### src/gsrc_pkg.sv
// Shared types, codes and the CRC-8 step for the gas sensor readout cache.
// No dependencies; every other file of the block refers to this package.
package gsrc_pkg;

  localparam int unsigned TimeBits   = 32;
  localparam int unsigned FrameBytes = 6;
  localparam int unsigned StoreDepth = FrameBytes - 1;
  localparam int unsigned CountW     = $clog2(FrameBytes);

  localparam logic [15:0] ThresholdReset = 16'd800;
  localparam logic [7:0]  CrcInit        = 8'hFF;
  localparam logic [7:0]  CrcPoly        = 8'h31;

  // Byte positions inside the measurement frame
  localparam logic [CountW-1:0] PosCo2Msb  = CountW'(0);
  localparam logic [CountW-1:0] PosCo2Crc  = CountW'(2);
  localparam logic [CountW-1:0] PosTvocMsb = CountW'(3);
  localparam logic [CountW-1:0] PosLast    = CountW'(StoreDepth);

  typedef enum logic [1:0] {
    OP_QUERY   = 2'd0,
    OP_RX_BYTE = 2'd1,
    OP_BUS_ERR = 2'd2
  } op_e;

  typedef enum logic [2:0] {
    ST_CACHED  = 3'd0,
    ST_STARTED = 3'd1,
    ST_FRESH   = 3'd2,
    ST_UNCONF  = 3'd3,
    ST_CRCFAIL = 3'd4,
    ST_BUSFAIL = 3'd5
  } status_e;

  typedef enum logic {
    CFG_THRESHOLD  = 1'b0,
    CFG_CONFIGURED = 1'b1
  } cfg_idx_e;

  typedef struct packed {
    status_e     status;
    logic [15:0] co2eq;
    logic [15:0] tvoc;
  } result_t;

  // One byte through the CRC-8 register (MSB first, no reflection)
  function automatic logic [7:0] crc8_byte(logic [7:0] crc_in, logic [7:0] data);
    logic [7:0] crc;
    crc = crc_in ^ data;
    for (int k = 0; k < 8; k++) begin
      if (crc[7]) begin
        crc = {crc[6:0], 1'b0} ^ CrcPoly;
      end else begin
        crc = {crc[6:0], 1'b0};
      end
    end
    return crc;
  endfunction

endpackage

### src/gas_sensor_readout_cache.sv
// Top level of the gas sensor readout cache: query rate limiting, frame
// assembly with CRC-8 checks, cached CO2eq/TVOC values. Uses gsrc_pkg, gsrc_skid.
//
//  channel  | handshake                | payload
//  ---------+--------------------------+------------------------------------
//  input    | in_valid_i / in_stall_o  | operation_i, now_ms_i, rx_byte_i
//  result   | out_valid_o / out_stall_i| status_o, co2eq_o, tvoc_o
//  config   | cfg_valid_i / cfg_ready_o| cfg_index_i, cfg_data_i
//
// One item per cycle: each item is decoded against the current state in a
// single pass; its result, if any, is captured at the accepting edge and
// shows on the result port in the next cycle, or waits in the skid stage while
// the result register is held; the input stalls only while that one-entry stage is full.
// Reset is asynchronous, active low: idle, empty caches, threshold 800 ms,
// bus unconfigured. Config writes are always ready; the next item sees them.
module gas_sensor_readout_cache #(
  parameter int unsigned TIME_BITS = gsrc_pkg::TimeBits
) (
  input  logic        clk_i,
  input  logic        rst_ni,
  // input items
  input  logic        in_valid_i,
  output logic        in_stall_o,
  input  logic [1:0]  operation_i,
  input  logic [31:0] now_ms_i,
  input  logic [7:0]  rx_byte_i,
  // result items
  output logic        out_valid_o,
  input  logic        out_stall_i,
  output logic [2:0]  status_o,
  output logic [15:0] co2eq_o,
  output logic [15:0] tvoc_o,
  // configuration writes
  input  logic        cfg_valid_i,
  output logic        cfg_ready_o,
  input  logic        cfg_index_i,
  input  logic [15:0] cfg_data_i
);

  localparam int unsigned CW = gsrc_pkg::CountW;

  // Configuration registers
  logic [15:0] threshold_q;
  logic        configured_q;

  // Block state
  logic [TIME_BITS-1:0] last_update_q, last_update_d;
  logic [15:0]          co2eq_q, co2eq_d;
  logic [15:0]          tvoc_q, tvoc_d;
  logic [CW-1:0]        byte_count_q, byte_count_d;
  logic                 fetch_q, fetch_d;
  logic [7:0]           crc_q, crc_d;
  logic                 crc_ok_q, crc_ok_d;
  logic [7:0]           frame_q [gsrc_pkg::StoreDepth];
  logic                 frame_we;

  // Per-item decode
  logic                 in_accept;
  gsrc_pkg::op_e        op;
  logic [TIME_BITS-1:0] now_t;
  logic [TIME_BITS-1:0] diff;
  logic                 hit;
  logic [7:0]           crc_seed;
  logic                 frame_good;
  logic                 res_valid;
  gsrc_pkg::status_e    res_status;
  gsrc_pkg::result_t    res;
  gsrc_pkg::result_t    out_res;
  logic                 skid_full;

  assign in_accept = in_valid_i && !in_stall_o;
  assign op        = gsrc_pkg::op_e'(operation_i);

  // Elapsed time wraps modulo 2^TIME_BITS
  assign now_t = TIME_BITS'(now_ms_i);
  assign diff  = now_t - last_update_q;
  assign hit   = diff < TIME_BITS'(threshold_q);

  // Each CRC word restarts from the init value at its first byte
  assign crc_seed   = (byte_count_q == gsrc_pkg::PosCo2Msb ||
                       byte_count_q == gsrc_pkg::PosTvocMsb) ? gsrc_pkg::CrcInit : crc_q;
  assign frame_good = crc_ok_q && (crc_q == rx_byte_i);

  always_comb begin
    last_update_d = last_update_q;
    co2eq_d       = co2eq_q;
    tvoc_d        = tvoc_q;
    byte_count_d  = byte_count_q;
    fetch_d       = fetch_q;
    crc_d         = crc_q;
    crc_ok_d      = crc_ok_q;
    frame_we      = 1'b0;
    res_valid     = 1'b0;
    res_status    = gsrc_pkg::ST_CACHED;
    if (in_accept) begin
      unique case (op)
        gsrc_pkg::OP_QUERY: begin
          res_valid = 1'b1;
          if (hit) begin
            res_status = gsrc_pkg::ST_CACHED;
          end else begin
            // record the time; start a fetch or drop the running one
            last_update_d = now_t;
            byte_count_d  = '0;
            fetch_d       = configured_q;
            res_status    = configured_q ? gsrc_pkg::ST_STARTED : gsrc_pkg::ST_UNCONF;
          end
        end
        gsrc_pkg::OP_RX_BYTE: begin
          if (fetch_q) begin
            if (byte_count_q != gsrc_pkg::PosLast) begin
              frame_we     = 1'b1;
              byte_count_d = byte_count_q + CW'(1);
              if (byte_count_q == gsrc_pkg::PosCo2Crc) begin
                crc_ok_d = (crc_q == rx_byte_i);
              end else begin
                crc_d = gsrc_pkg::crc8_byte(crc_seed, rx_byte_i);
              end
            end else begin
              // last byte: check both words, update caches on success
              fetch_d      = 1'b0;
              byte_count_d = '0;
              res_valid    = 1'b1;
              if (frame_good) begin
                co2eq_d    = {frame_q[0], frame_q[1]};
                tvoc_d     = {frame_q[3], frame_q[4]};
                res_status = gsrc_pkg::ST_FRESH;
              end else begin
                res_status = gsrc_pkg::ST_CRCFAIL;
              end
            end
          end
        end
        gsrc_pkg::OP_BUS_ERR: begin
          if (fetch_q) begin
            fetch_d      = 1'b0;
            byte_count_d = '0;
            res_valid    = 1'b1;
            res_status   = gsrc_pkg::ST_BUSFAIL;
          end
        end
        default: begin
          // unused operation code: no result, state held
        end
      endcase
    end
  end

  assign res.status = res_status;
  assign res.co2eq  = co2eq_d;
  assign res.tvoc   = tvoc_d;

  always_ff @(posedge clk_i or negedge rst_ni) begin
    if (!rst_ni) begin
      threshold_q   <= gsrc_pkg::ThresholdReset;
      configured_q  <= 1'b0;
      last_update_q <= '0;
      co2eq_q       <= '0;
      tvoc_q        <= '0;
      byte_count_q  <= '0;
      fetch_q       <= 1'b0;
      crc_q         <= gsrc_pkg::CrcInit;
      crc_ok_q      <= 1'b0;
    end else begin
      if (cfg_valid_i && cfg_ready_o) begin
        unique case (gsrc_pkg::cfg_idx_e'(cfg_index_i))
          gsrc_pkg::CFG_THRESHOLD:  threshold_q  <= cfg_data_i;
          gsrc_pkg::CFG_CONFIGURED: configured_q <= cfg_data_i[0];
          default: ;
        endcase
      end
      last_update_q <= last_update_d;
      co2eq_q       <= co2eq_d;
      tvoc_q        <= tvoc_d;
      byte_count_q  <= byte_count_d;
      fetch_q       <= fetch_d;
      crc_q         <= crc_d;
      crc_ok_q      <= crc_ok_d;
    end
  end

  // Frame bytes hold no reset; each is written before it is read
  always_ff @(posedge clk_i) begin
    if (frame_we) begin
      frame_q[byte_count_q] <= rx_byte_i;
    end
  end

  gsrc_skid u_skid (
    .clk_i       (clk_i),
    .rst_ni      (rst_ni),
    .res_valid_i (res_valid),
    .res_i       (res),
    .out_stall_i (out_stall_i),
    .out_valid_o (out_valid_o),
    .out_o       (out_res),
    .full_o      (skid_full)
  );

  assign in_stall_o  = skid_full;
  assign cfg_ready_o = 1'b1;
  assign status_o    = out_res.status;
  assign co2eq_o     = out_res.co2eq;
  assign tvoc_o      = out_res.tvoc;

  // Input only stalls behind a full output register
  a_stall_needs_output : assert property (@(posedge clk_i) disable iff (!rst_ni)
    in_stall_o |-> out_valid_o)
    else $error("input stalled with empty result register");

  // Idle means the byte count sits at zero
  a_idle_count_zero : assert property (@(posedge clk_i) disable iff (!rst_ni)
    !fetch_q |-> byte_count_q == '0)
    else $error("byte count nonzero while idle");

  // A byte taken during a fetch below the last position advances the count
  a_count_advance : assert property (@(posedge clk_i) disable iff (!rst_ni)
    (in_accept && op == gsrc_pkg::OP_RX_BYTE && fetch_q &&
     byte_count_q != gsrc_pkg::PosLast) |=> byte_count_q == $past(byte_count_q) + CW'(1))
    else $error("frame byte count did not advance");

  // A fresh result never leaves the fetch running
  a_fresh_ends_fetch : assert property (@(posedge clk_i) disable iff (!rst_ni)
    (res_valid && res_status == gsrc_pkg::ST_FRESH) |=> !fetch_q)
    else $error("fetch still active after fresh result");

endmodule

### src/gsrc_skid.sv
// Result register with a one-entry skid stage for the readout cache.
// Depends on gsrc_pkg for the result item type.
module gsrc_skid (
  input  logic              clk_i,
  input  logic              rst_ni,
  input  logic              res_valid_i,
  input  gsrc_pkg::result_t res_i,
  input  logic              out_stall_i,
  output logic              out_valid_o,
  output gsrc_pkg::result_t out_o,
  output logic              full_o
);

  logic              out_valid_q, out_valid_d;
  logic              skid_valid_q, skid_valid_d;
  gsrc_pkg::result_t out_q, out_d;
  gsrc_pkg::result_t skid_q, skid_d;
  logic              out_pop;

  assign out_pop = out_valid_q && !out_stall_i;

  always_comb begin
    out_valid_d  = out_valid_q;
    skid_valid_d = skid_valid_q;
    out_d        = out_q;
    skid_d       = skid_q;
    if (skid_valid_q) begin
      // input is held off while the skid entry is occupied
      if (out_pop) begin
        out_d        = skid_q;
        skid_valid_d = 1'b0;
      end
    end else if (!out_valid_q || out_pop) begin
      out_valid_d = res_valid_i;
      if (res_valid_i) begin
        out_d = res_i;
      end
    end else if (res_valid_i) begin
      skid_valid_d = 1'b1;
      skid_d       = res_i;
    end
  end

  always_ff @(posedge clk_i or negedge rst_ni) begin
    if (!rst_ni) begin
      out_valid_q  <= 1'b0;
      skid_valid_q <= 1'b0;
    end else begin
      out_valid_q  <= out_valid_d;
      skid_valid_q <= skid_valid_d;
    end
  end

  always_ff @(posedge clk_i) begin
    out_q  <= out_d;
    skid_q <= skid_d;
  end

  assign out_valid_o = out_valid_q;
  assign out_o       = out_q;
  assign full_o      = skid_valid_q;

endmodule
### config.mk
export PLATFORM = sky130hd
export DESIGN_NAME = gas_sensor_readout_cache
export DESIGN_NICKNAME = d
export VERILOG_FILES = /design/src/gsrc_pkg.sv /design/src/gas_sensor_readout_cache.sv /design/src/gsrc_skid.sv
export SDC_FILE = /design/constraint.sdc
export NUM_CORES = 1
export LEC_CHECK = 0
export ABC_AREA = 1
export BUFFER_PORTS_ARGS = -buffer_cell sky130_fd_sc_hd__buf_2
export CORE_MARGIN = 10
export CORE_UTILIZATION = 47
export DETAILED_ROUTE_END_ITERATION = 10
export PLACE_DENSITY_LB_ADDON = 0.08
export SKIP_LAST_GASP = 1
export SYNTH_ARGS = -nofsm -noshare
export SYNTH_HDL_FRONTEND = slang
export SYNTH_SLANG_ARGS = --single-unit
### constraint.sdc
create_clock -name clk_i -period 3.02 [get_ports clk_i]
set_clock_uncertainty 0.1 [all_clocks]
set_input_delay 0.151 -clock clk_i [delete_from_list [all_inputs] [get_ports clk_i]]
set_output_delay 0.151 -clock clk_i [all_outputs]
set_load 0.05 [all_outputs]
==> results of run 1 <==
-- kinds of logic (layout without fill, tap and decap cells) --
logic type | count (synthesis) | after routing
other | 1 | 1
DFF | 198 | 198
xor gates and xnor gates | 33 | 33
AOI/OAI and AO/OA | 105 | 105
and+or+nand+nor | 608 | 608
adders and majority gates | 52 | 52
muxes | 32 | 32
buffers and inverters | 237 | 514
-- per-stage QoR --
step	setup WS (ns)	power, W	hold WS (ns)	instances
floorplan	0.0125	0.00670	-0.245	1266
global placement	-0.307	0.00828	0.0332	1716
detailed placement	-0.331	0.00835	0.0356	1716
CTS	-0.153	0.0113	-0.176	1826
global route	-0.359	0.0123	0.112	1828
finish	-0.163	0.0114	0.0883	1828
-- registers in the layout (all words and copies together) (netlist names) --
name                cells
fetch_q                 1
crc_ok_q                1
byte_count_q            3
u_skid.full_o           1
co2eq_q                16
frame_q                32
threshold_q            16
configured_q            1
tvoc_q                 16
u_skid.out_o           35
last_update_q          32
u_skid.skid_q          35
crc_q                   8
u_skid.out_valid_o      1
-- how the worst max path moves through the flow --
stage | from | slack (ns) | to
after detailed placement | last_update_q[9] | -0.33 | u_skid.out_o[32]
after CTS | last_update_q[0] | -0.15 | last_update_q[30]
after global routing | last_update_q[0] | -0.36 | last_update_q[11]
after global placement | last_update_q[9] | -0.31 | u_skid.out_o[32]
after floorplan | last_update_q[0] | 0.01 | last_update_q[22]
final | last_update_q[0] | -0.16 | last_update_q[11]
-- power groups by stage --
| stage | Clock [W] | Sequential, W | Combinational (W) |
|---|---|---|---|
| after floorplan | 0 | 0.00362 | 0.00308 |
| after global placement | 0 | 0.00345 | 0.00484 |
| after detailed placement | 0 | 0.00345 | 0.00489 |
| after CTS | 0.00235 | 0.00341 | 0.00551 |
| after global routing | 0.00246 | 0.00345 | 0.00636 |
| final | 0.00230 | 0.00340 | 0.00568 |
-- cells in the final DEF, fill, tap and decap left out, drive strengths merged, types with 4 or more instances in the layout --
cell type | Yosys | layout
nand2 | 451 | 451
inv | 214 | 222
buf | 13 | 208
edfxtp | 102 | 102
nor2 | 87 | 87
dfrtp | 85 | 85
dlygate4sd3 | 0 | 60
ha | 51 | 51
o21ai | 49 | 49
a21oi | 46 | 46
nand3 | 41 | 41
mux2 | 32 | 32
xor2 | 23 | 23
clkbuf | 9 | 17
dfstp | 11 | 11
nand4 | 10 | 10
xnor2 | 10 | 10
nor3 | 8 | 8
clkinv | 1 | 7
and2 | 4 | 4
a31oi | 4 | 4
-- layout make-up --
cell class | instances | area (µm²) | share of cell area [%]
timing repair buffer | 268 | 2020 | 14.4
inverter | 215 | 815 | 5.78
multi-input combinational | 831 | 4810 | 34.1
clock buffer | 17 | 425 | 3.02
tap | 285 | 357 | 2.53
sequential | 198 | 5480 | 38.9
clock inverter | 14 | 178 | 1.26
-- worst max-delay path, stage by stage (launching register included) --
cell and delay (ns):
dfrtp_1 0.39, ha_2 0.19, fa_2 0.37, inv_2 0.09, nand3_2 0.09, nand3_4 0.12, buf_4 0.13, xor2_2 0.14
ha_1 0.24, a31oi_1 0.18, o21ai_1 0.08, buf_4 0.15, a21oi_4 0.19, nand3_4 0.12, nand3_4 0.13, inv_8 0.06
buf_12 0.15, nand2_1 0.09, o21ai_2 0.06
-- layer usage --
| metal | wire length, µm | part of all wire, % | vias up |
|---|---|---|---|
| met4 | 552 | 2.1 | 0 |
| met3 | 765 | 2.9 | 33 |
| met2 | 13600 | 51 | 122 |
| met1 | 11700 | 44 | 4134 |
| li1 | - | - | 4510 |
| met5 | 0 | 0 | - |
-- what timing repair did --
action,4_1_cts,5_1_grt
hold buffers,59,1
endpoints found under the hold margin,114,1
setup endpoints to repair,40,40
resized for setup,81,45
pin swaps,11,20
buffers inserted,18,4
cloned,2,0
==> results.sh, run 1 <==
export IMPL_status="complete, but fails checks"
export IMPL_violations="negative setup slack"
export IMPL_finalSetupTns_ns=-4.77
export IMPL_ys_types=42
export IMPL_diodes=0
export IMPL_p_int_w=0.00678
export IMPL_syn_to_final_growth_pct=31.5
export IMPL_initial_core_util_pct=47.6
export IMPL_synthAdderAreaFrac_pct=6.14
export IMPL_synth_compound_area_share_pct=5.09
export IMPL_use_met1_pct=22.3
export IMPL_drive_above_1_share_pct=26.0
export IMPL_synthArstFlopShare_pct=48.5
export IMPL_timing_rr_end="last_update_q[11]"
export IMPL_slew_headroom_pct=36.3
export IMPL_hold_viol_final=0
export IMPL_reg2reg_from="last_update_q[0]"
export IMPL_max_cap_violations=0
export IMPL_arrival_ns=3.42
export IMPL_synthCells=1266
export IMPL_vias=8799
export IMPL_synth_warnings=0
export IMPL_irDropWorstVdd_mv=0.425
export IMPL_synthXorXnorAreaFrac_pct=2.70
export IMPL_nets=1647
export IMPL_via_per_inst=4.81
export IMPL_synth_top_cell_area_share_pct=28.6
export IMPL_path_max_fanout=17
export IMPL_clock_fmax_mhz=314
export IMPL_pwr_share_seq_pct=29.9
export IMPL_cts_htree_levels=4
export IMPL_start_kind="flip-flop"
export IMPL_final_max_slew_viol_count=0
export IMPL_dp_hpwl_um=18800
export IMPL_die_y_um=171
export IMPL_fp_coreArea_mm2=0.0225
export IMPL_grt_overflow=0
export IMPL_syn_avg_cell_area_um2=8.46
export IMPL_yosysMostFrequentCell="nand2_1"
export IMPL_die_w_um=171
export IMPL_detail_route_wl_per_cell_um=14.5
export IMPL_cts_sinks=198
export IMPL_use_met2_pct=33.8
export IMPL_final_util_pct=62.6
export IMPL_pwr_density_cell_mw_per_mm2=808
export IMPL_synthMuxAreaShare_pct=3.36
export IMPL_period_minus_slack_ns=3.18
export IMPL_synth_top_family_by_area="simple AND/OR/NAND/NOR gates"
export IMPL_num_fill_cells=1979
export IMPL_holdCritPathClass="primary input to asynchronous set/reset pin"
export IMPL_drc=0
export IMPL_cts_clk_slew_worst_paths_ns=0.08
export IMPL_synthesis_area_mm2=0.0107
export IMPL_clockBufferDepth=2
export IMPL_grt_pass1_vias=8937
export IMPL_critPathKind="flip-flop to flip-flop"
export IMPL_syn_nets=1382
export IMPL_p_switching_w=0.00460
export IMPL_netlist_top_cells_area="edfxtp_1 (29%), dfrtp_1 (20%), nand2_1 (16%)"
export IMPL_root_buffer="clkbuf_16"
export IMPL_fin_ws_ns=-0.163
export IMPL_rsz0062_at_grt="true"
export IMPL_yosysSeqAreaShare_pct=51.2
export IMPL_post_route_period_util_pct=105
export IMPL_cts_tree="built"
export IMPL_wl_um=26600
export IMPL_synth_simple_area_share_pct=22.9
export IMPL_power_frac_clock_pct=20.2
export IMPL_yosysTopAreaCell="edfxtp_1"
export IMPL_r2r_cells=18
export IMPL_drt_iter0_drc=433
export IMPL_post_dp_cell_area_mm2=0.0122
export IMPL_ios=102
export IMPL_portBuffers=100
export IMPL_grt_first_pass_wirelength_um=43700
export IMPL_total_leakage_power_nw=6.97
export IMPL_num_rows=55
export IMPL_clk_latency_ns=0.44
export IMPL_worst_pin_slew_ns=0.953
export IMPL_combPwrFrac_pct=49.9
export IMPL_synth_top_cells_by_count="nand2_1 (448), inv_1 (212), edfxtp_1 (102)"
export IMPL_gp_congestion=0.921
export IMPL_synth_edf_count=102
export IMPL_power_switching_share_pct=40.4
export IMPL_cts_buffers_inserted=17
export IMPL_cp_required_ns=3.25
export IMPL_ys_seq_elements=198
export IMPL_grt_use_total_pct=18.7
export IMPL_die_area_mm2=0.0292
export IMPL_r2r_slack_ns=-0.16
export IMPL_drt_first_pass_iters=5
export IMPL_use_met3_pct=3.02
export IMPL_final_cell_area_mm2=0.0141
export IMPL_busiest_layer="met2"
export IMPL_finalSetupViolations=40
export IMPL_ys_flop_type="edfxtp_1"
export IMPL_antenna_found_initial=0
export IMPL_grt_start_max_net_pins=66
export IMPL_endpoint_kind="flip-flop"
export IMPL_ant_nets=0
Note: power is estimated with default switching activity, not from simulation.
==> inputs of run 2 (changes only) <==
Settings changed: RECOVER_POWER from default to 25.
==> run 2 against run 1 <==
  * The run ends with max-capacitance violations, max-slew violations, negative setup slack left
  * Via count down 0.26%
  * Global-route usage unchanged
  * Clock-buffer cell count unchanged
  * Flip-flop and latch count unchanged
  * Final area down 0.19%
  * Cell count unchanged
  * Routed wire length about the same
  * Power about the same
  * Critical endpoint unchanged
==> results.sh, run 2 (same netlist as run 1, synthesis figures left out) <==
export IMPL_status="complete, but fails checks"
export IMPL_violations="max-capacitance violations, max-slew violations, negative setup slack"
export IMPL_most_common_layout_cells="nand2_1 (421), inv_1 (201), edfxtp_1 (102), buf_4 (93), buf_2 (91)"
export IMPL_post_route_period_util_pct=105
export IMPL_diodes=0
export IMPL_cts_htree_levels=4
export IMPL_grt_start_max_net_pins=66
export IMPL_root_buffer="clkbuf_16"
export IMPL_fin_ws_ns=-0.162
export IMPL_drive_above_1_share_pct=25.4
export IMPL_worst_pin_slew_ns=1.80
export IMPL_vias=8776
export IMPL_max_cap_violations=1
export IMPL_final_cell_area_mm2=0.0141
export IMPL_initial_core_util_pct=47.6
export IMPL_crit_slowest_cell="dfrtp_1"
export IMPL_fp_coreArea_mm2=0.0225
export IMPL_grt_pass1_vias=8937
export IMPL_period_minus_slack_ns=3.18
export IMPL_detail_route_wl_per_cell_um=14.5
export IMPL_cts_tree="built"
export IMPL_die_y_um=171
export IMPL_critPathKind="flip-flop to flip-flop"
export IMPL_clock_fmax_mhz=314
export IMPL_total_leakage_power_nw=6.94
export IMPL_drt_iter0_drc=425
export IMPL_portBuffers=100
export IMPL_irDropWorstVdd_mv=0.425
export IMPL_cpPeakStageDelay_ns=0.39
export IMPL_pwr_share_seq_pct=29.9
export IMPL_final_max_slew_viol_count=33
export IMPL_cp_top_family="adder cells"
export IMPL_clockBufferDepth=2
export IMPL_wl_um=26600
export IMPL_die_area_mm2=0.0292
export IMPL_grt_overflow=0
export IMPL_grt_first_pass_wirelength_um=43700
export IMPL_post_dp_cell_area_mm2=0.0122
export IMPL_pwr_density_cell_mw_per_mm2=809
export IMPL_gp_congestion=0.921
export IMPL_syn_to_final_growth_pct=31.2
export IMPL_start_kind="flip-flop"
export IMPL_cts_sinks=198
export IMPL_antenna_found_initial=0
export IMPL_cts_buffers_inserted=17
export IMPL_fin_cells=1828
export IMPL_holdCritPathClass="primary input to flip-flop"
export IMPL_combPwrFrac_pct=49.9
export IMPL_dp_cells=1716
export IMPL_cp_num_buf_inv=5
export IMPL_clk_latency_ns=0.44
export IMPL_dp_slack_ns=-0.331
export IMPL_hold_viol_final=0
export IMPL_nets=1647
export IMPL_ant_nets=0
export IMPL_crit_chain="ha_2, fa_2, inv_2, nand3_2, nand3_4, buf_4, xor2_2, ha_1, a31oi_1, o21ai_1, buf_4, a21oi_4, nand3_4, nand3_4, inv_8, buf_12, nand2_1, o21ai_2"
export IMPL_die_w_um=171
export IMPL_p_int_w=0.00678
export IMPL_arrival_ns=3.42
export IMPL_slew_headroom_pct=-20.0
export IMPL_power_frac_clock_pct=20.2
export IMPL_rsz0062_at_grt="true"
export IMPL_final_common_cell="nand2_1"
export IMPL_num_rows=55
export IMPL_ios=102
export IMPL_cts_clk_slew_worst_paths_ns=0.08
export IMPL_finalSetupViolations=40
export IMPL_cp_required_ns=3.25
export IMPL_drt_first_pass_iters=5
export IMPL_dp_hpwl_um=18800
export IMPL_path_max_fanout=17
export IMPL_power_switching_share_pct=40.4
export IMPL_grt_use_total_pct=18.7
export IMPL_finalPower_w=0.0114
export IMPL_drc=0
export IMPL_num_fill_cells=1988
export IMPL_endpoint_kind="flip-flop"
export IMPL_critPathMostFrequentCell="nand3_4"
export IMPL_p_switching_w=0.00460
export IMPL_via_per_inst=4.80
-- run 2: area by class of cell --
| cell class | instances | area [µm²] | area share, % |
|---|---|---|---|
| Inverter | 215 | 815 | 5.79 |
| Clock inverter | 14 | 178 | 1.26 |
| Tap cell | 285 | 357 | 2.54 |
| Multi-Input combinational cell | 831 | 4810 | 34.2 |
| Sequential cell | 198 | 5480 | 39.0 |
| Timing Repair Buffer | 268 | 2000 | 14.2 |
| Clock buffer | 17 | 425 | 3.03 |
-- run 2: final timing paths --
path	depth (start not counted)	slack [ns]	startpoint	to
worst max register to register	18	-0.16	last_update_q[0]	last_update_q[11]
max in group asynchronous	3	0.29	rst_ni	co2eq_q[0]
worst min register to register	2	0.39	threshold_q[5]	threshold_q[5]
worst max-delay path	18	-0.16	last_update_q[0]	last_update_q[11]
min in group asynchronous	2	0.62	rst_ni	threshold_q[4]
worst min-delay path	4	0.1	in_valid_i	crc_ok_q
-- run 2: routing by layer --
layer  track usage (%)  vias up  share of wire [%]  wire length (µm)
met5                 0        -                  0                 0
li1                  -     4510                  -                 -
met4              5.18        0                2.1               548
met2              33.8      122                 51             13500
met3              3.02       33                2.9               763
met1              22.3     4111                 44             11700
-- run 2: power by group through the flow --
stage	sequential (W)	combinational, W	clock (W)
final	0.00340	0.00567	0.00230
after global routing	0.00345	0.00635	0.00246
after CTS	0.00341	0.00551	0.00235
after detailed placement	0.00345	0.00489	0
after global placement	0.00345	0.00484	0
after floorplan	0.00362	0.00308	0
-- run 2: repair_timing --
action,in CTS,in global routing
hold endpoints to repair,114,1
cloned,2,0
resized for setup,81,45
setup endpoints to repair,40,40
pin swaps,11,20
setup buffers,18,4
hold buffers,59,1
-- run 2: stage by stage --
step | utilization [%] | TNS [ns] | hold WS [ns]
after floorplan | - | 0 | -0.245
after global placement | 54.1 | -7.68 | 0.0332
after detailed placement | 54.1 | -11.14 | 0.0356
after CTS | 61.9 | -4.67 | -0.176
after global routing | 62.5 | -26.76 | 0.112
final | 62.5 | -4.72 | 0.0968
-- run 2: worst reg2reg max path: cells and delay by family (launching register included) --
family / cells / cell delay, ns
buffers and inverters: 5 / 0.58
XOR/XNOR: 1 / 0.14
AND/OR/NAND/NOR: 5 / 0.56
adder cells (fa/ha/maj): 3 / 0.80
AO/OA/AOI/OAI: 4 / 0.51
flip-flops: 1 / 0.39
